[src/hdl/plst_pkg.sv]
`default_nettype none
// ----------------------------------------------------------------------------
// plst_pkg
// Shared types and constants for the positional list store: request and
// status codes, controller states, and the command and status bundles that
// pass between the controller and the datapath.
// ----------------------------------------------------------------------------
package plst_pkg;

  localparam int CAPACITY_DEF = 64;
  localparam int POS_W        = 7;
  localparam int DATA_W       = 32;

  typedef enum logic [1:0] {
    OP_INSERT = 2'd0,
    OP_REMOVE = 2'd1,
    OP_READ   = 2'd2,
    OP_NONE   = 2'd3
  } op_t;

  typedef enum logic [1:0] {
    ST_OK     = 2'd0,
    ST_EMPTY  = 2'd1,
    ST_BADPOS = 2'd2,
    ST_FULL   = 2'd3
  } status_t;

  typedef enum logic [2:0] {
    S_IDLE,
    S_CHECK,
    S_FETCH,
    S_SH_RD,
    S_SH_WR,
    S_PUT,
    S_DONE
  } state_t;

  typedef enum logic [1:0] {
    RD_POS,
    RD_PREV,
    RD_NEXT
  } rd_sel_t;

  typedef enum logic {
    WR_SHIFT,
    WR_VALUE
  } wr_sel_t;

  typedef enum logic [2:0] {
    IDX_HOLD,
    IDX_COUNT,
    IDX_POS,
    IDX_INC,
    IDX_DEC
  } idx_op_t;

  typedef struct packed {
    logic    load_req;
    logic    res_load;
    logic    got_load;
    logic    rd_en;
    rd_sel_t rd_sel;
    logic    wr_en;
    wr_sel_t wr_sel;
    idx_op_t idx_op;
    logic    cnt_inc;
    logic    cnt_dec;
    logic    out_load;
  } plst_cmd_t;

  typedef struct packed {
    op_t     op;
    status_t chk;
    logic    ins_at_end;
    logic    ins_last;
    logic    rem_at_end;
    logic    rem_last;
    logic    out_free;
  } plst_stat_t;

endpackage
`default_nettype wire

[src/hdl/plst_ctrl.sv]
`default_nettype none
// ----------------------------------------------------------------------------
// plst_ctrl
// Controller for the positional list store. Sequences the check, the
// element fetch, the one-element-at-a-time shift through the store and the
// hand-off of the result word.
// ----------------------------------------------------------------------------
module plst_ctrl
  import plst_pkg::*;
(
  input  wire logic       clk,
  input  wire logic       rst,
  input  wire logic       in_valid,
  output logic            in_stall,
  input  wire plst_stat_t stat,
  output plst_cmd_t       cmd
);

  state_t state;
  state_t state_next;

  always_ff @(posedge clk) begin
    if (rst) begin
      state <= S_IDLE;
    end else begin
      state <= state_next;
    end
  end

  assign in_stall = (state != S_IDLE);

  always_comb begin
    state_next = state;
    cmd        = '0;
    case (state)
      S_IDLE: begin
        if (in_valid) begin
          cmd.load_req = 1'b1;
          state_next   = S_CHECK;
        end
      end
      S_CHECK: begin
        cmd.res_load = 1'b1;
        if (stat.chk != ST_OK) begin
          state_next = S_DONE;
        end else if (stat.op == OP_INSERT) begin
          cmd.idx_op = IDX_COUNT;
          state_next = stat.ins_at_end ? S_PUT : S_SH_RD;
        end else begin
          cmd.rd_en  = 1'b1;
          cmd.rd_sel = RD_POS;
          state_next = S_FETCH;
        end
      end
      S_FETCH: begin
        cmd.got_load = 1'b1;
        if (stat.op == OP_READ) begin
          state_next = S_DONE;
        end else if (stat.rem_at_end) begin
          cmd.cnt_dec = 1'b1;
          state_next  = S_DONE;
        end else begin
          cmd.idx_op = IDX_POS;
          state_next = S_SH_RD;
        end
      end
      S_SH_RD: begin
        cmd.rd_en  = 1'b1;
        cmd.rd_sel = (stat.op == OP_INSERT) ? RD_PREV : RD_NEXT;
        state_next = S_SH_WR;
      end
      S_SH_WR: begin
        cmd.wr_en  = 1'b1;
        cmd.wr_sel = WR_SHIFT;
        if (stat.op == OP_INSERT) begin
          cmd.idx_op = IDX_DEC;
          state_next = stat.ins_last ? S_PUT : S_SH_RD;
        end else begin
          cmd.idx_op = IDX_INC;
          if (stat.rem_last) begin
            cmd.cnt_dec = 1'b1;
            state_next  = S_DONE;
          end else begin
            state_next = S_SH_RD;
          end
        end
      end
      S_PUT: begin
        cmd.wr_en   = 1'b1;
        cmd.wr_sel  = WR_VALUE;
        cmd.cnt_inc = 1'b1;
        state_next  = S_DONE;
      end
      S_DONE: begin
        // Wait here until the output register can take the word.
        if (stat.out_free) begin
          cmd.out_load = 1'b1;
          state_next   = S_IDLE;
        end
      end
      default: begin
        state_next = S_IDLE;
      end
    endcase
  end

endmodule
`default_nettype wire

[src/hdl/plst_dp.sv]
`default_nettype none
// ----------------------------------------------------------------------------
// plst_dp
// Datapath for the positional list store: request registers, the element
// memory with its registered read port, the list length, the shift index,
// the status check and the output register.
// ----------------------------------------------------------------------------
module plst_dp
  import plst_pkg::*;
#(
  parameter int CAPACITY = CAPACITY_DEF
)
(
  input  wire logic                     clk,
  input  wire logic                     rst,
  input  wire plst_cmd_t                cmd,
  output plst_stat_t                    stat,
  input  wire logic [1:0]               op,
  input  wire logic [POS_W-1:0]         position,
  input  wire logic signed [DATA_W-1:0] value,
  input  wire logic                     out_stall,
  output logic                          out_valid,
  output logic [1:0]                    status,
  output logic signed [DATA_W-1:0]      value_out
);

  localparam int AW   = (CAPACITY > 1) ? $clog2(CAPACITY) : 1;
  localparam int CW   = $clog2(CAPACITY + 1);
  localparam int CMPW = ((CW > POS_W) ? CW : POS_W) + 2;

  logic [DATA_W-1:0] mem [CAPACITY];
  logic [DATA_W-1:0] rdata;

  op_t               op_r;
  logic [POS_W-1:0]  pos_r;
  logic [DATA_W-1:0] val_r;
  status_t           res_status;
  logic [DATA_W-1:0] got;
  logic [AW-1:0]     idx;
  logic [CW-1:0]     count;
  status_t           out_status;
  logic [DATA_W-1:0] out_value;

  logic [CMPW-1:0]   pos_x;
  logic [CMPW-1:0]   count_x;
  logic [CMPW-1:0]   idx_x;
  logic [AW-1:0]     pos_a;
  logic [AW-1:0]     rd_addr;
  logic [AW-1:0]     wr_addr;
  logic [DATA_W-1:0] wr_data;
  status_t           chk;

  assign pos_x   = CMPW'(pos_r);
  assign count_x = CMPW'(count);
  assign idx_x   = CMPW'(idx);
  assign pos_a   = pos_x[AW-1:0];

  always_comb begin
    case (op_r)
      OP_INSERT: begin
        if (pos_x > count_x) begin
          chk = ST_BADPOS;
        end else if (count_x == CMPW'(CAPACITY)) begin
          chk = ST_FULL;
        end else begin
          chk = ST_OK;
        end
      end
      OP_REMOVE, OP_READ: begin
        if (count == '0) begin
          chk = ST_EMPTY;
        end else if (pos_x >= count_x) begin
          chk = ST_BADPOS;
        end else begin
          chk = ST_OK;
        end
      end
      default: begin
        chk = ST_BADPOS;
      end
    endcase
  end

  always_comb begin
    case (cmd.rd_sel)
      RD_PREV: rd_addr = idx - AW'(1);
      RD_NEXT: rd_addr = idx + AW'(1);
      default: rd_addr = pos_a;
    endcase
  end

  always_comb begin
    case (cmd.wr_sel)
      WR_VALUE: begin
        wr_addr = pos_a;
        wr_data = val_r;
      end
      default: begin
        wr_addr = idx;
        wr_data = rdata;
      end
    endcase
  end

  always_comb begin
    stat.op         = op_r;
    stat.chk        = chk;
    stat.ins_at_end = (count_x == pos_x);
    stat.ins_last   = (idx_x == pos_x + CMPW'(1));
    stat.rem_at_end = (pos_x + CMPW'(1) >= count_x);
    stat.rem_last   = (idx_x + CMPW'(2) >= count_x);
    stat.out_free   = !out_valid || !out_stall;
  end

  // Element memory: one write and one registered read per cycle.
  always_ff @(posedge clk) begin
    if (cmd.wr_en) begin
      mem[wr_addr] <= wr_data;
    end
    if (cmd.rd_en) begin
      rdata <= mem[rd_addr];
    end
  end

  always_ff @(posedge clk) begin
    if (cmd.load_req) begin
      op_r  <= op_t'(op);
      pos_r <= position;
      val_r <= value;
    end
    if (cmd.res_load) begin
      res_status <= chk;
      got        <= '0;
    end else if (cmd.got_load) begin
      got <= rdata;
    end
    case (cmd.idx_op)
      IDX_COUNT: idx <= count[AW-1:0];
      IDX_POS:   idx <= pos_a;
      IDX_INC:   idx <= idx + AW'(1);
      IDX_DEC:   idx <= idx - AW'(1);
      default:   idx <= idx;
    endcase
    if (cmd.out_load) begin
      out_status <= res_status;
      out_value  <= got;
    end
  end

  always_ff @(posedge clk) begin
    if (rst) begin
      count     <= '0;
      out_valid <= 1'b0;
    end else begin
      if (cmd.cnt_inc) begin
        count <= count + CW'(1);
      end else if (cmd.cnt_dec) begin
        count <= count - CW'(1);
      end
      if (cmd.out_load) begin
        out_valid <= 1'b1;
      end else if (!out_stall) begin
        out_valid <= 1'b0;
      end
    end
  end

  assign status    = out_status;
  assign value_out = out_value;

`ifndef SYNTH
  a_count_bound: assert property (@(posedge clk) disable iff (rst)
    count_x <= CMPW'(CAPACITY))
    else $error("list length exceeds the store size");

  a_inc_room: assert property (@(posedge clk) disable iff (rst)
    cmd.cnt_inc |-> count_x < CMPW'(CAPACITY))
    else $error("insert committed into a full store");

  a_dec_nonempty: assert property (@(posedge clk) disable iff (rst)
    cmd.cnt_dec |-> count != '0)
    else $error("remove committed on an empty list");

  a_rd_inside: assert property (@(posedge clk) disable iff (rst)
    cmd.rd_en |-> CMPW'(rd_addr) < count_x)
    else $error("memory read outside the live list");

  a_wr_inside: assert property (@(posedge clk) disable iff (rst)
    cmd.wr_en |-> CMPW'(wr_addr) <= count_x)
    else $error("memory write beyond the end of the list");
`endif

endmodule
`default_nettype wire

[src/hdl/positional_list_store.sv]
`default_nettype none
// ----------------------------------------------------------------------------
// positional_list_store
// Ordered list of signed 32-bit values in a bounded store, with insert,
// remove and read at a position. Later elements are shifted to keep order.
//
//   Channel  Handshake            Word
//   in       in_valid/in_stall    op, position, value
//   out      out_valid/out_stall  status, value_out
//
// One request is in flight at a time. A read fetches the element at the
// position; an insert shifts the elements from the position onward up one
// place and a remove shifts the elements after it down one place. Each
// moved element is read from the store and then written to its new place.
// Reset empties the list; the store contents stay undefined until written.
// A stalled output word holds while the next request is already accepted.
// ----------------------------------------------------------------------------
module positional_list_store
  import plst_pkg::*;
#(
  parameter int CAPACITY = CAPACITY_DEF
)
(
  input  wire logic                     clk,
  input  wire logic                     rst,
  input  wire logic                     in_valid,
  output logic                          in_stall,
  input  wire logic [1:0]               op,
  input  wire logic [POS_W-1:0]         position,
  input  wire logic signed [DATA_W-1:0] value,
  output logic                          out_valid,
  input  wire logic                     out_stall,
  output logic [1:0]                    status,
  output logic signed [DATA_W-1:0]      value_out
);

  plst_cmd_t  cmd;
  plst_stat_t stat;

  plst_ctrl u_ctrl (
    .clk      (clk),
    .rst      (rst),
    .in_valid (in_valid),
    .in_stall (in_stall),
    .stat     (stat),
    .cmd      (cmd)
  );

  plst_dp #(
    .CAPACITY (CAPACITY)
  ) u_dp (
    .clk       (clk),
    .rst       (rst),
    .cmd       (cmd),
    .stat      (stat),
    .op        (op),
    .position  (position),
    .value     (value),
    .out_stall (out_stall),
    .out_valid (out_valid),
    .status    (status),
    .value_out (value_out)
  );

endmodule
`default_nettype wire

[config.mk]
export PLATFORM = sky130hd
export DESIGN_NAME = positional_list_store
export DESIGN_NICKNAME = d
export VERILOG_FILES = /design/src/hdl/plst_pkg.sv /design/src/hdl/plst_ctrl.sv /design/src/hdl/plst_dp.sv /design/src/hdl/positional_list_store.sv
export SDC_FILE = /design/constraint.sdc
export NUM_CORES = 2
export LEC_CHECK = 0
export BUFFER_PORTS_ARGS = -buffer_cell sky130_fd_sc_hd__buf_2
export CORE_MARGIN = 4
export CORE_UTILIZATION = 60
export DETAILED_ROUTE_END_ITERATION = 12
export MAX_ROUTING_LAYER = met4
export PLACE_DENSITY = 0.78
export SYNTH_ARGS = -nofsm -noshare
export SYNTH_HDL_FRONTEND = slang
export SYNTH_SLANG_ARGS = --single-unit
[constraint.sdc]
create_clock -name clk -period 5.1 [get_ports clk]
set_clock_uncertainty 0.15 [all_clocks]
set_input_delay 0.765 -clock clk [delete_from_list [all_inputs] [get_ports clk]]
set_output_delay 0.765 -clock clk [all_outputs]
set_load 0.03 [all_outputs]
### Word level (Yosys, flattened, before mapping)

Memories as Yosys holds them, arrays and structs flattened. A register that Yosys moved wholly into a read port is not among the register bits.
Cells that the tools add are included.

| storage, ports and cells | value |
|---|---|
| logic and storage cells | 103 |
| output and inout bits | 36 |
| flip-flop bits (word level) | 126 |
| bits in writable memories | 2,048 |
| memories | 1 |

| operators by class | value |
|---|---|
| reduce and logical (&&, ||, !) cells | 12 |
| eq/ne operators | 20 |
| multiplexer cells | 49 |
| $lt $le $gt $ge | 4 |
| add/sub/neg operators | 6 |

Memory list:

| name | depth | width | read ports | clocked after memory_dff | write ports | RTL line | source |
|---|---|---|---|---|---|---|---|
| u_dp.mem | 64 | 32 | 1 | 1 | 1 | plst_dp.sv:31 | `logic [DATA_W-1:0] mem [CAPACITY];` |

Operators with widths:

| operator | number |
|---|---|
| 3-bit two-way mux | 15 |
| 32-bit two-way mux | 1 |
| 6-bit case mux with 4 select lines | 1 |
| 3-bit case mux with 7 select lines | 1 |
| 9-bit by 7-bit greater-or-equal comparator with 1-bit output | 2 |
| 1-bit two-way mux | 16 |
| 7-bit two-way mux | 2 |
| 3-bit by 2-bit == test with 1-bit output (second input constant) | 4 |
| 3-bit == test (second input constant) | 4 |
| 2-bit two-way mux | 6 |
| 6-bit case mux with 2 select lines | 1 |
| 6-bit by 9-bit == test with 1-bit output | 1 |
| 3-bit case mux with 3 select lines | 1 |
| 7-bit by 1-bit adder with 8-bit output (second input constant) | 1 |
| 2-bit case mux with 2 select lines | 2 |
| 6-bit by 2-bit adder with 7-bit output (second input constant) | 1 |
| 7-bit by 1-bit adder with 7-bit output (second input constant) | 1 |
| 7-bit == test | 1 |
| 7-bit == test (second input constant) | 1 |
| 7-bit greater-or-equal comparator | 1 |
| 7-bit greater-than comparator | 1 |
| 7-bit logical NOT | 1 |
| 7-bit by 1-bit subtractor with 7-bit output (second input constant) | 1 |
| 6-bit by 1-bit adder with 6-bit output (second input constant) | 1 |
| 18 further kinds | 24 |

### Longest topological paths before layout

| logic depth | value |
|---|---|
| depth in word-level cells | 9 |
| mapped depth | 18 |
| gate-level depth less buffers | 12 |

### Modules after synthesis

A second synthesis with hierarchy kept.

| second synthesis, totals | value |
|---|---|
| cell total of the unflattened synthesis | 4,924 |
| area, all modules | 86,609.3 um^2 |

By module, submodules not included:

| module | area an instance (um^2) | cells each | instances | seq. area each (um^2) |
|---|---|---|---|---|
| plst_dp | 86,190.2 | 4,862 | 1 | 65,753.1 |
| plst_ctrl | 419.2 | 62 | 1 | 60.1 |

### Worst setup path after synthesis

Ideal clock, no wire load.

| timing | value |
|---|---|
| path type | register -> register |
| start point | register u_dp.op_r[0] |
| end point | register u_dp.rdata[27], read port of u_dp.mem (data pin) |
| buffers on the path | 6 |
| clock period less this slack | 3.859 ns |
| setup time | 0.266 ns |
| stages on the path, launching flop included | 18 |
| data arrival time | 3.443 ns |
| path slack | 1.241 ns |
| required time | 4.684 ns |
| path through | edfxtp_1 -> inv_1 -> ha_1 -> clkbuf_1 -> buf_1 -> and3_1 -> ha_1 -> buf_4 -> nand2_2 -> o31a_1 -> buf_6 -> buf_4 -> buf_2 -> mux4_2 -> nand2_1 -> nand3_1 -> a21oi_1 -> a211oi_2 |

| on the way | value |
|---|---|
| longest elaborated chain between the ends | 8 |
| elaborated cells on any way between the ends | 13 |
| those cells by class | eq/ne (4); mux (6); reduce/logical (3) |

Ends and longest elaborated chain:

| element | RTL line | source |
|---|---|---|
| from (decl) | plst_dp.sv:34 | `op_t op_r;` |
| from (signal assigned) | plst_dp.sv:127 | `op_r <= op_t'(op);` |
| 2-bit == test / 2-bit by 1-bit == test with 1-bit output (equally long branches) | plst_dp.sv:59 | `case (op_r)` |
| 2-bit OR reduction | plst_dp.sv:59 |  |
| 2-bit case mux with 2 select lines | plst_dp.sv:59 |  |
| 2-bit nonzero test | plst_ctrl.sv:44 | `if (stat.chk != ST_OK) begin` |
| 3-bit two-way mux | plst_ctrl.sv:44 |  |
| 3-bit case mux with 2 select lines (*) | plst_ctrl.sv:35 | `case (state)` |
| 2-bit == test / 2-bit by 1-bit == test with 1-bit output (equally long branches) | plst_dp.sv:85 | `case (cmd.rd_sel)` |
| 6-bit case mux with 2 select lines | plst_dp.sv:85 |  |
| to (decl) | plst_dp.sv:32 | `logic [DATA_W-1:0] rdata;` |

Mark *: on every way between the ends. The rest lies on a longest branch, timed or not.
A chain may end at the register's enable or synchronous reset.

### Worst setup path after layout

| timing | value |
|---|---|
| start point | register u_ctrl.state[0] |
| end point | register u_dp.rdata[6], read port of u_dp.mem (data pin) |

| on the way | value |
|---|---|
| longest elaborated chain between the ends | 4 |
| elaborated cells on any way between the ends | 6 |
| those cells by class | eq/ne (4); mux (2) |

Ends and longest elaborated chain:

| element | RTL line | source |
|---|---|---|
| from (decl) | plst_ctrl.sv:19 | `state_t state;` |
| from (signal assigned) | plst_ctrl.sv:26 | `state <= state_next;` |
| 3-bit by 2-bit == test with 1-bit output / 3-bit by 1-bit == test with 1-bit output (equally long branches) | plst_ctrl.sv:35 |  |
| 3-bit case mux with 2 select lines (*) | plst_ctrl.sv:35 |  |
| 2-bit == test / 2-bit by 1-bit == test with 1-bit output (equally long branches) | plst_dp.sv:85 |  |
| 6-bit case mux with 2 select lines | plst_dp.sv:85 |  |

Marked as above.

==> results.sh <==
export IMPL_drtIter0Drc=7878
export IMPL_grt_pass1_vias=45920
export IMPL_rrSetupSlack_ns=0.12
export IMPL_grt_first_pass_wirelength_um=333700
export IMPL_nets=4592
export IMPL_synthFlopType="edfxtp_1"
export IMPL_drv_cap=0
export IMPL_wl_um=233200
export IMPL_synth_edf_count=2163
export IMPL_antenna_found_initial=15
export IMPL_seq_area_frac_synth=0.7638
export IMPL_cp_start_kind="flop"
export IMPL_yosysTopAreaCellShare=0.7538
export IMPL_fin_crit_sh=0.9769
export IMPL_grt_max_degree=99
export IMPL_io_buffer_count=80
export IMPL_vias_per_cell=6.964
export IMPL_syn_area_mm2=0.08617
export IMPL_arrival_ns=5.37
export IMPL_cts_htree_levels=4
export IMPL_post_route_util=0.6874
export IMPL_die_area_mm2=0.1497
export IMPL_overflow=0
export IMPL_post_cts_buffers=0
export IMPL_synth_top_cells_by_area="edfxtp_1 (75%), mux4_2 (13%), mux2i_1 (1.5%), nand2_1 (1.0%), dfxtp_1 (1.0%)"
export IMPL_die_w_um=387.0
export IMPL_worstHoldStart="rst"
export IMPL_synth_seq_cells=2206
export IMPL_coreArea_mm2=0.1421
export IMPL_setup_viol=0
export IMPL_r2r_start="u_ctrl.state[0]"
export IMPL_synth_warnings=0
export IMPL_peakVddDrop_v=0.0004572
export IMPL_status="completed"
export IMPL_drc=0
export IMPL_p_leak_nw=31.30
export IMPL_die_y_um=387.0
export IMPL_synthSimpleGateAreaFrac=0.02826
export IMPL_p_per_area_mw_per_mm2=493.5
export IMPL_timing_rr_end="u_dp.rdata[6]"
export IMPL_required_ns=5.49
export IMPL_synth_top_family_by_area="multiplexers"
export IMPL_routed_via_count=45850
export IMPL_cts_buffer_depth=3
export IMPL_path_class="flop to flop"
export IMPL_synth_compound_area_frac=0.02834
export IMPL_fin_setup_tns_ns=0
export IMPL_cts_tree="yes"
export IMPL_yosysUniqueCellTypes=69
export IMPL_drv_slew=0
export IMPL_firstDrtPassIters=6
export IMPL_rsz0062_at_grt="no"
export IMPL_ff2ff_path_depth=12
export IMPL_std_cell_rows=138
export IMPL_cpMostUsedCell="nand2_1"
export IMPL_start_util=0.6064
export IMPL_cts_made_buffers=203
export IMPL_syn_nets=4216
export IMPL_io_pins=81
export IMPL_hold_depth=2
export IMPL_synth_cells=4133
export IMPL_area_growth_pct=13.36
export IMPL_fin_crit_ns=4.982
export IMPL_hold_class="primary input to flop"
export IMPL_relSlewSlack=0.1276
export IMPL_clock_fmax_ghz=0.2007
export IMPL_insertion_delay_ns=0.84
export IMPL_gp_congestion=0.9458
export IMPL_crit_chain="nor2b_1, nand2_1, or2_2, ha_1, buf_4, nand2b_1, o21bai_1, nand2_1, buf_4, nand2_1, a21oi_1, a211oi_1"
export IMPL_hold_path_endpoint="u_dp.count[3]"
export IMPL_synthAdderAreaFrac=0.005605
export IMPL_drive_gt1_frac=0.2810
export IMPL_crit_fanout=13
export IMPL_ant_nets=0
export IMPL_drt_wirelength_per_cell_um=35.41
export IMPL_synth_largest_area_cell="edfxtp_1"
export IMPL_final_fill_count=8145
export IMPL_final_hold_viol_count=0
export IMPL_grt_use_total=0.3223
export IMPL_synth_xor_xnor_area_share=0.003456
export IMPL_holdWs_ns=0.1388
export IMPL_synth_avg_cell_area_um2=20.85
export IMPL_clock_sinks=2206
export IMPL_cp_slowest_stage_delay_ns=1.07
export IMPL_critical_path_slowest_cell="a21oi_1"
export IMPL_clk_pin_slew_ns=0.06
export IMPL_synth_area_mux_share=0.1543
export IMPL_cts_root_buf="clkbuf_16"
export IMPL_worstMarginPinSlew_ns=1.309
export IMPL_dp_hpwl_um=130300
export IMPL_async_flop_share=0
export IMPL_endpoint_kind="flop"
[registers in the layout (all words and copies together) (netlist names)]
name             count
u_dp.status          2
u_dp.op_r            2
u_dp.idx             6
u_dp.val_r          32
u_dp.out_valid       1
u_dp.mem          2048
u_dp.res_status      2
u_dp.value_out      32
u_dp.pos_r           7
u_dp.got            32
u_ctrl.state         3
u_dp.rdata          32
u_dp.count           7
[metal layers]
| layer | GRT usage | part of all wire | vias to the layer above | wire (um) |
|---|---|---|---|---|
| li1 | - | - | 17890 | - |
| met2 | 0.4724 | 0.47 | 3857 | 108500 |
| met3 | 0.08638 | 0.14 | 699 | 32190 |
| met5 | - | 0 | - | 0 |
| met1 | 0.4183 | 0.33 | 23410 | 77870 |
| met4 | 0.1741 | 0.063 | 0 | 14640 |
[where the power goes]
| part | total (mW) | switching [mW] | leakage [nW] | internal (mW) |
|---|---|---|---|---|
| combinational | 11.2 | 7.27 | 8.41 | 3.89 |
| sequential | 22.5 | 0.426 | 19.8 | 22.0 |
| clock | 14.6 | 6.59 | 3.07 | 8.00 |
[logic make-up (layout without fill, tap and decap cells)]
| kind of cell | Yosys count | count (layout) |
|---|---|---|
| AND/OR/NAND/NOR | 549 | 549 |
| AO/OA/AOI/OAI | 371 | 371 |
| XOR/XNOR | 29 | 29 |
| other | 0 | 14 |
| adder cells (fa/ha/maj) | 38 | 38 |
| multiplexers | 687 | 687 |
| buffers and inverters | 253 | 800 |
| flip-flops | 2206 | 2206 |
[per-stage QoR]
stage,total power [mW],setup slack (ns),cell area (um^2),std cells
after floorplan,29.13,1.241,86170,4133
after global placement,33.24,0.1039,90900,6153
after global routing,49.61,0.01420,97680,6583
final,48.20,0.1176,97680,6584
after CTS,47.97,0.1742,97620,6570
after detailed placement,33.54,0.1768,90900,6153
[cell usage in the layout (no fill, tap or decap), types with 10 or more instances in the layout]
master,instances
nand3_1,136
mux2i_1,125
clkinv_2,33
o22a_1,30
edfxtp_1,2163
clkinv_1,31
mux2_2,54
buf_2,80
clkinvlp_4,10
mux4_2,508
buf_12,41
a32o_1,16
dfxtp_1,43
nand2_1,230
ha_1,37
xnor2_1,18
o211ai_1,14
a21o_1,19
clkbuf_16,208
nor2_4,66
nor3_2,14
nor2_1,29
o22ai_1,22
dlygate4sd3_1,41
a211oi_1,28
diode_2,14
inv_1,20
a21oi_1,119
nor3_1,17
o21ai_0,69
buf_4,242
clkbuf_1,65
[what timing repair did]
action / in CTS / in global routing
gates resized for setup: 0 / 4
hold endpoints to repair: 41 / 0
hold buffers: 41 / 0
endpoints found under the setup margin: 0 / 4
[worst max-delay path, delay by kind of cell (launching register included)]
| family | cells | cell delay (ns) |
|---|---|---|
| adders and majority gates | 1 | 0.41 |
| AOI/OAI and AO/OA | 3 | 1.45 |
| and+or+nand+nor | 6 | 1.63 |
| DFF | 1 | 0.52 |
| buffers and inverters | 2 | 0.51 |
[area by class of cell]
class | instances | area (um^2) | area share
inverters | 20 | 75.07 | 0.0007685
clock buffers | 281 | 5559 | 0.05691
repair buffers | 404 | 3448 | 0.03530
multi-input cells | 1674 | 19630 | 0.2009
diodes | 14 | 35.03 | 0.0003587
clock inverters | 95 | 759.5 | 0.007775
flip-flops and latches | 2206 | 65810 | 0.6738
well taps | 1890 | 2365 | 0.02421
[cells in the mapped netlist, drive strengths merged (5+ instances only)]
cell type	count
dfxtp	43
a21oi	121
o21ai	70
and3	6
o22ai	24
nor2b	8
mux4	508
nor3	31
clkbuf	75
xor2	8
nand2b	9
mux2	54
o22a	30
ha	37
o31ai	6
a211oi	29
nand2	236
xnor2	18
a221o	8
nand3	136
a21o	19
mux2i	125
nor2	95
edfxtp	2163
a32o	16
inv	20
o211ai	14
or3	5
buf	158
[worst max-delay path by stage]
stage,startpoint,end
after floorplan,u_dp.op_r[0],u_dp.rdata[27]
final,u_ctrl.state[0],u_dp.rdata[6]
after global routing,u_ctrl.state[0],u_dp.rdata[6]
after CTS,u_dp.op_r[1],u_dp.rdata[27]
after detailed placement,u_dp.op_r[0],u_dp.rdata[27]
after global placement,u_dp.op_r[0],u_dp.rdata[27]
(Power assumes the default switching activity.)
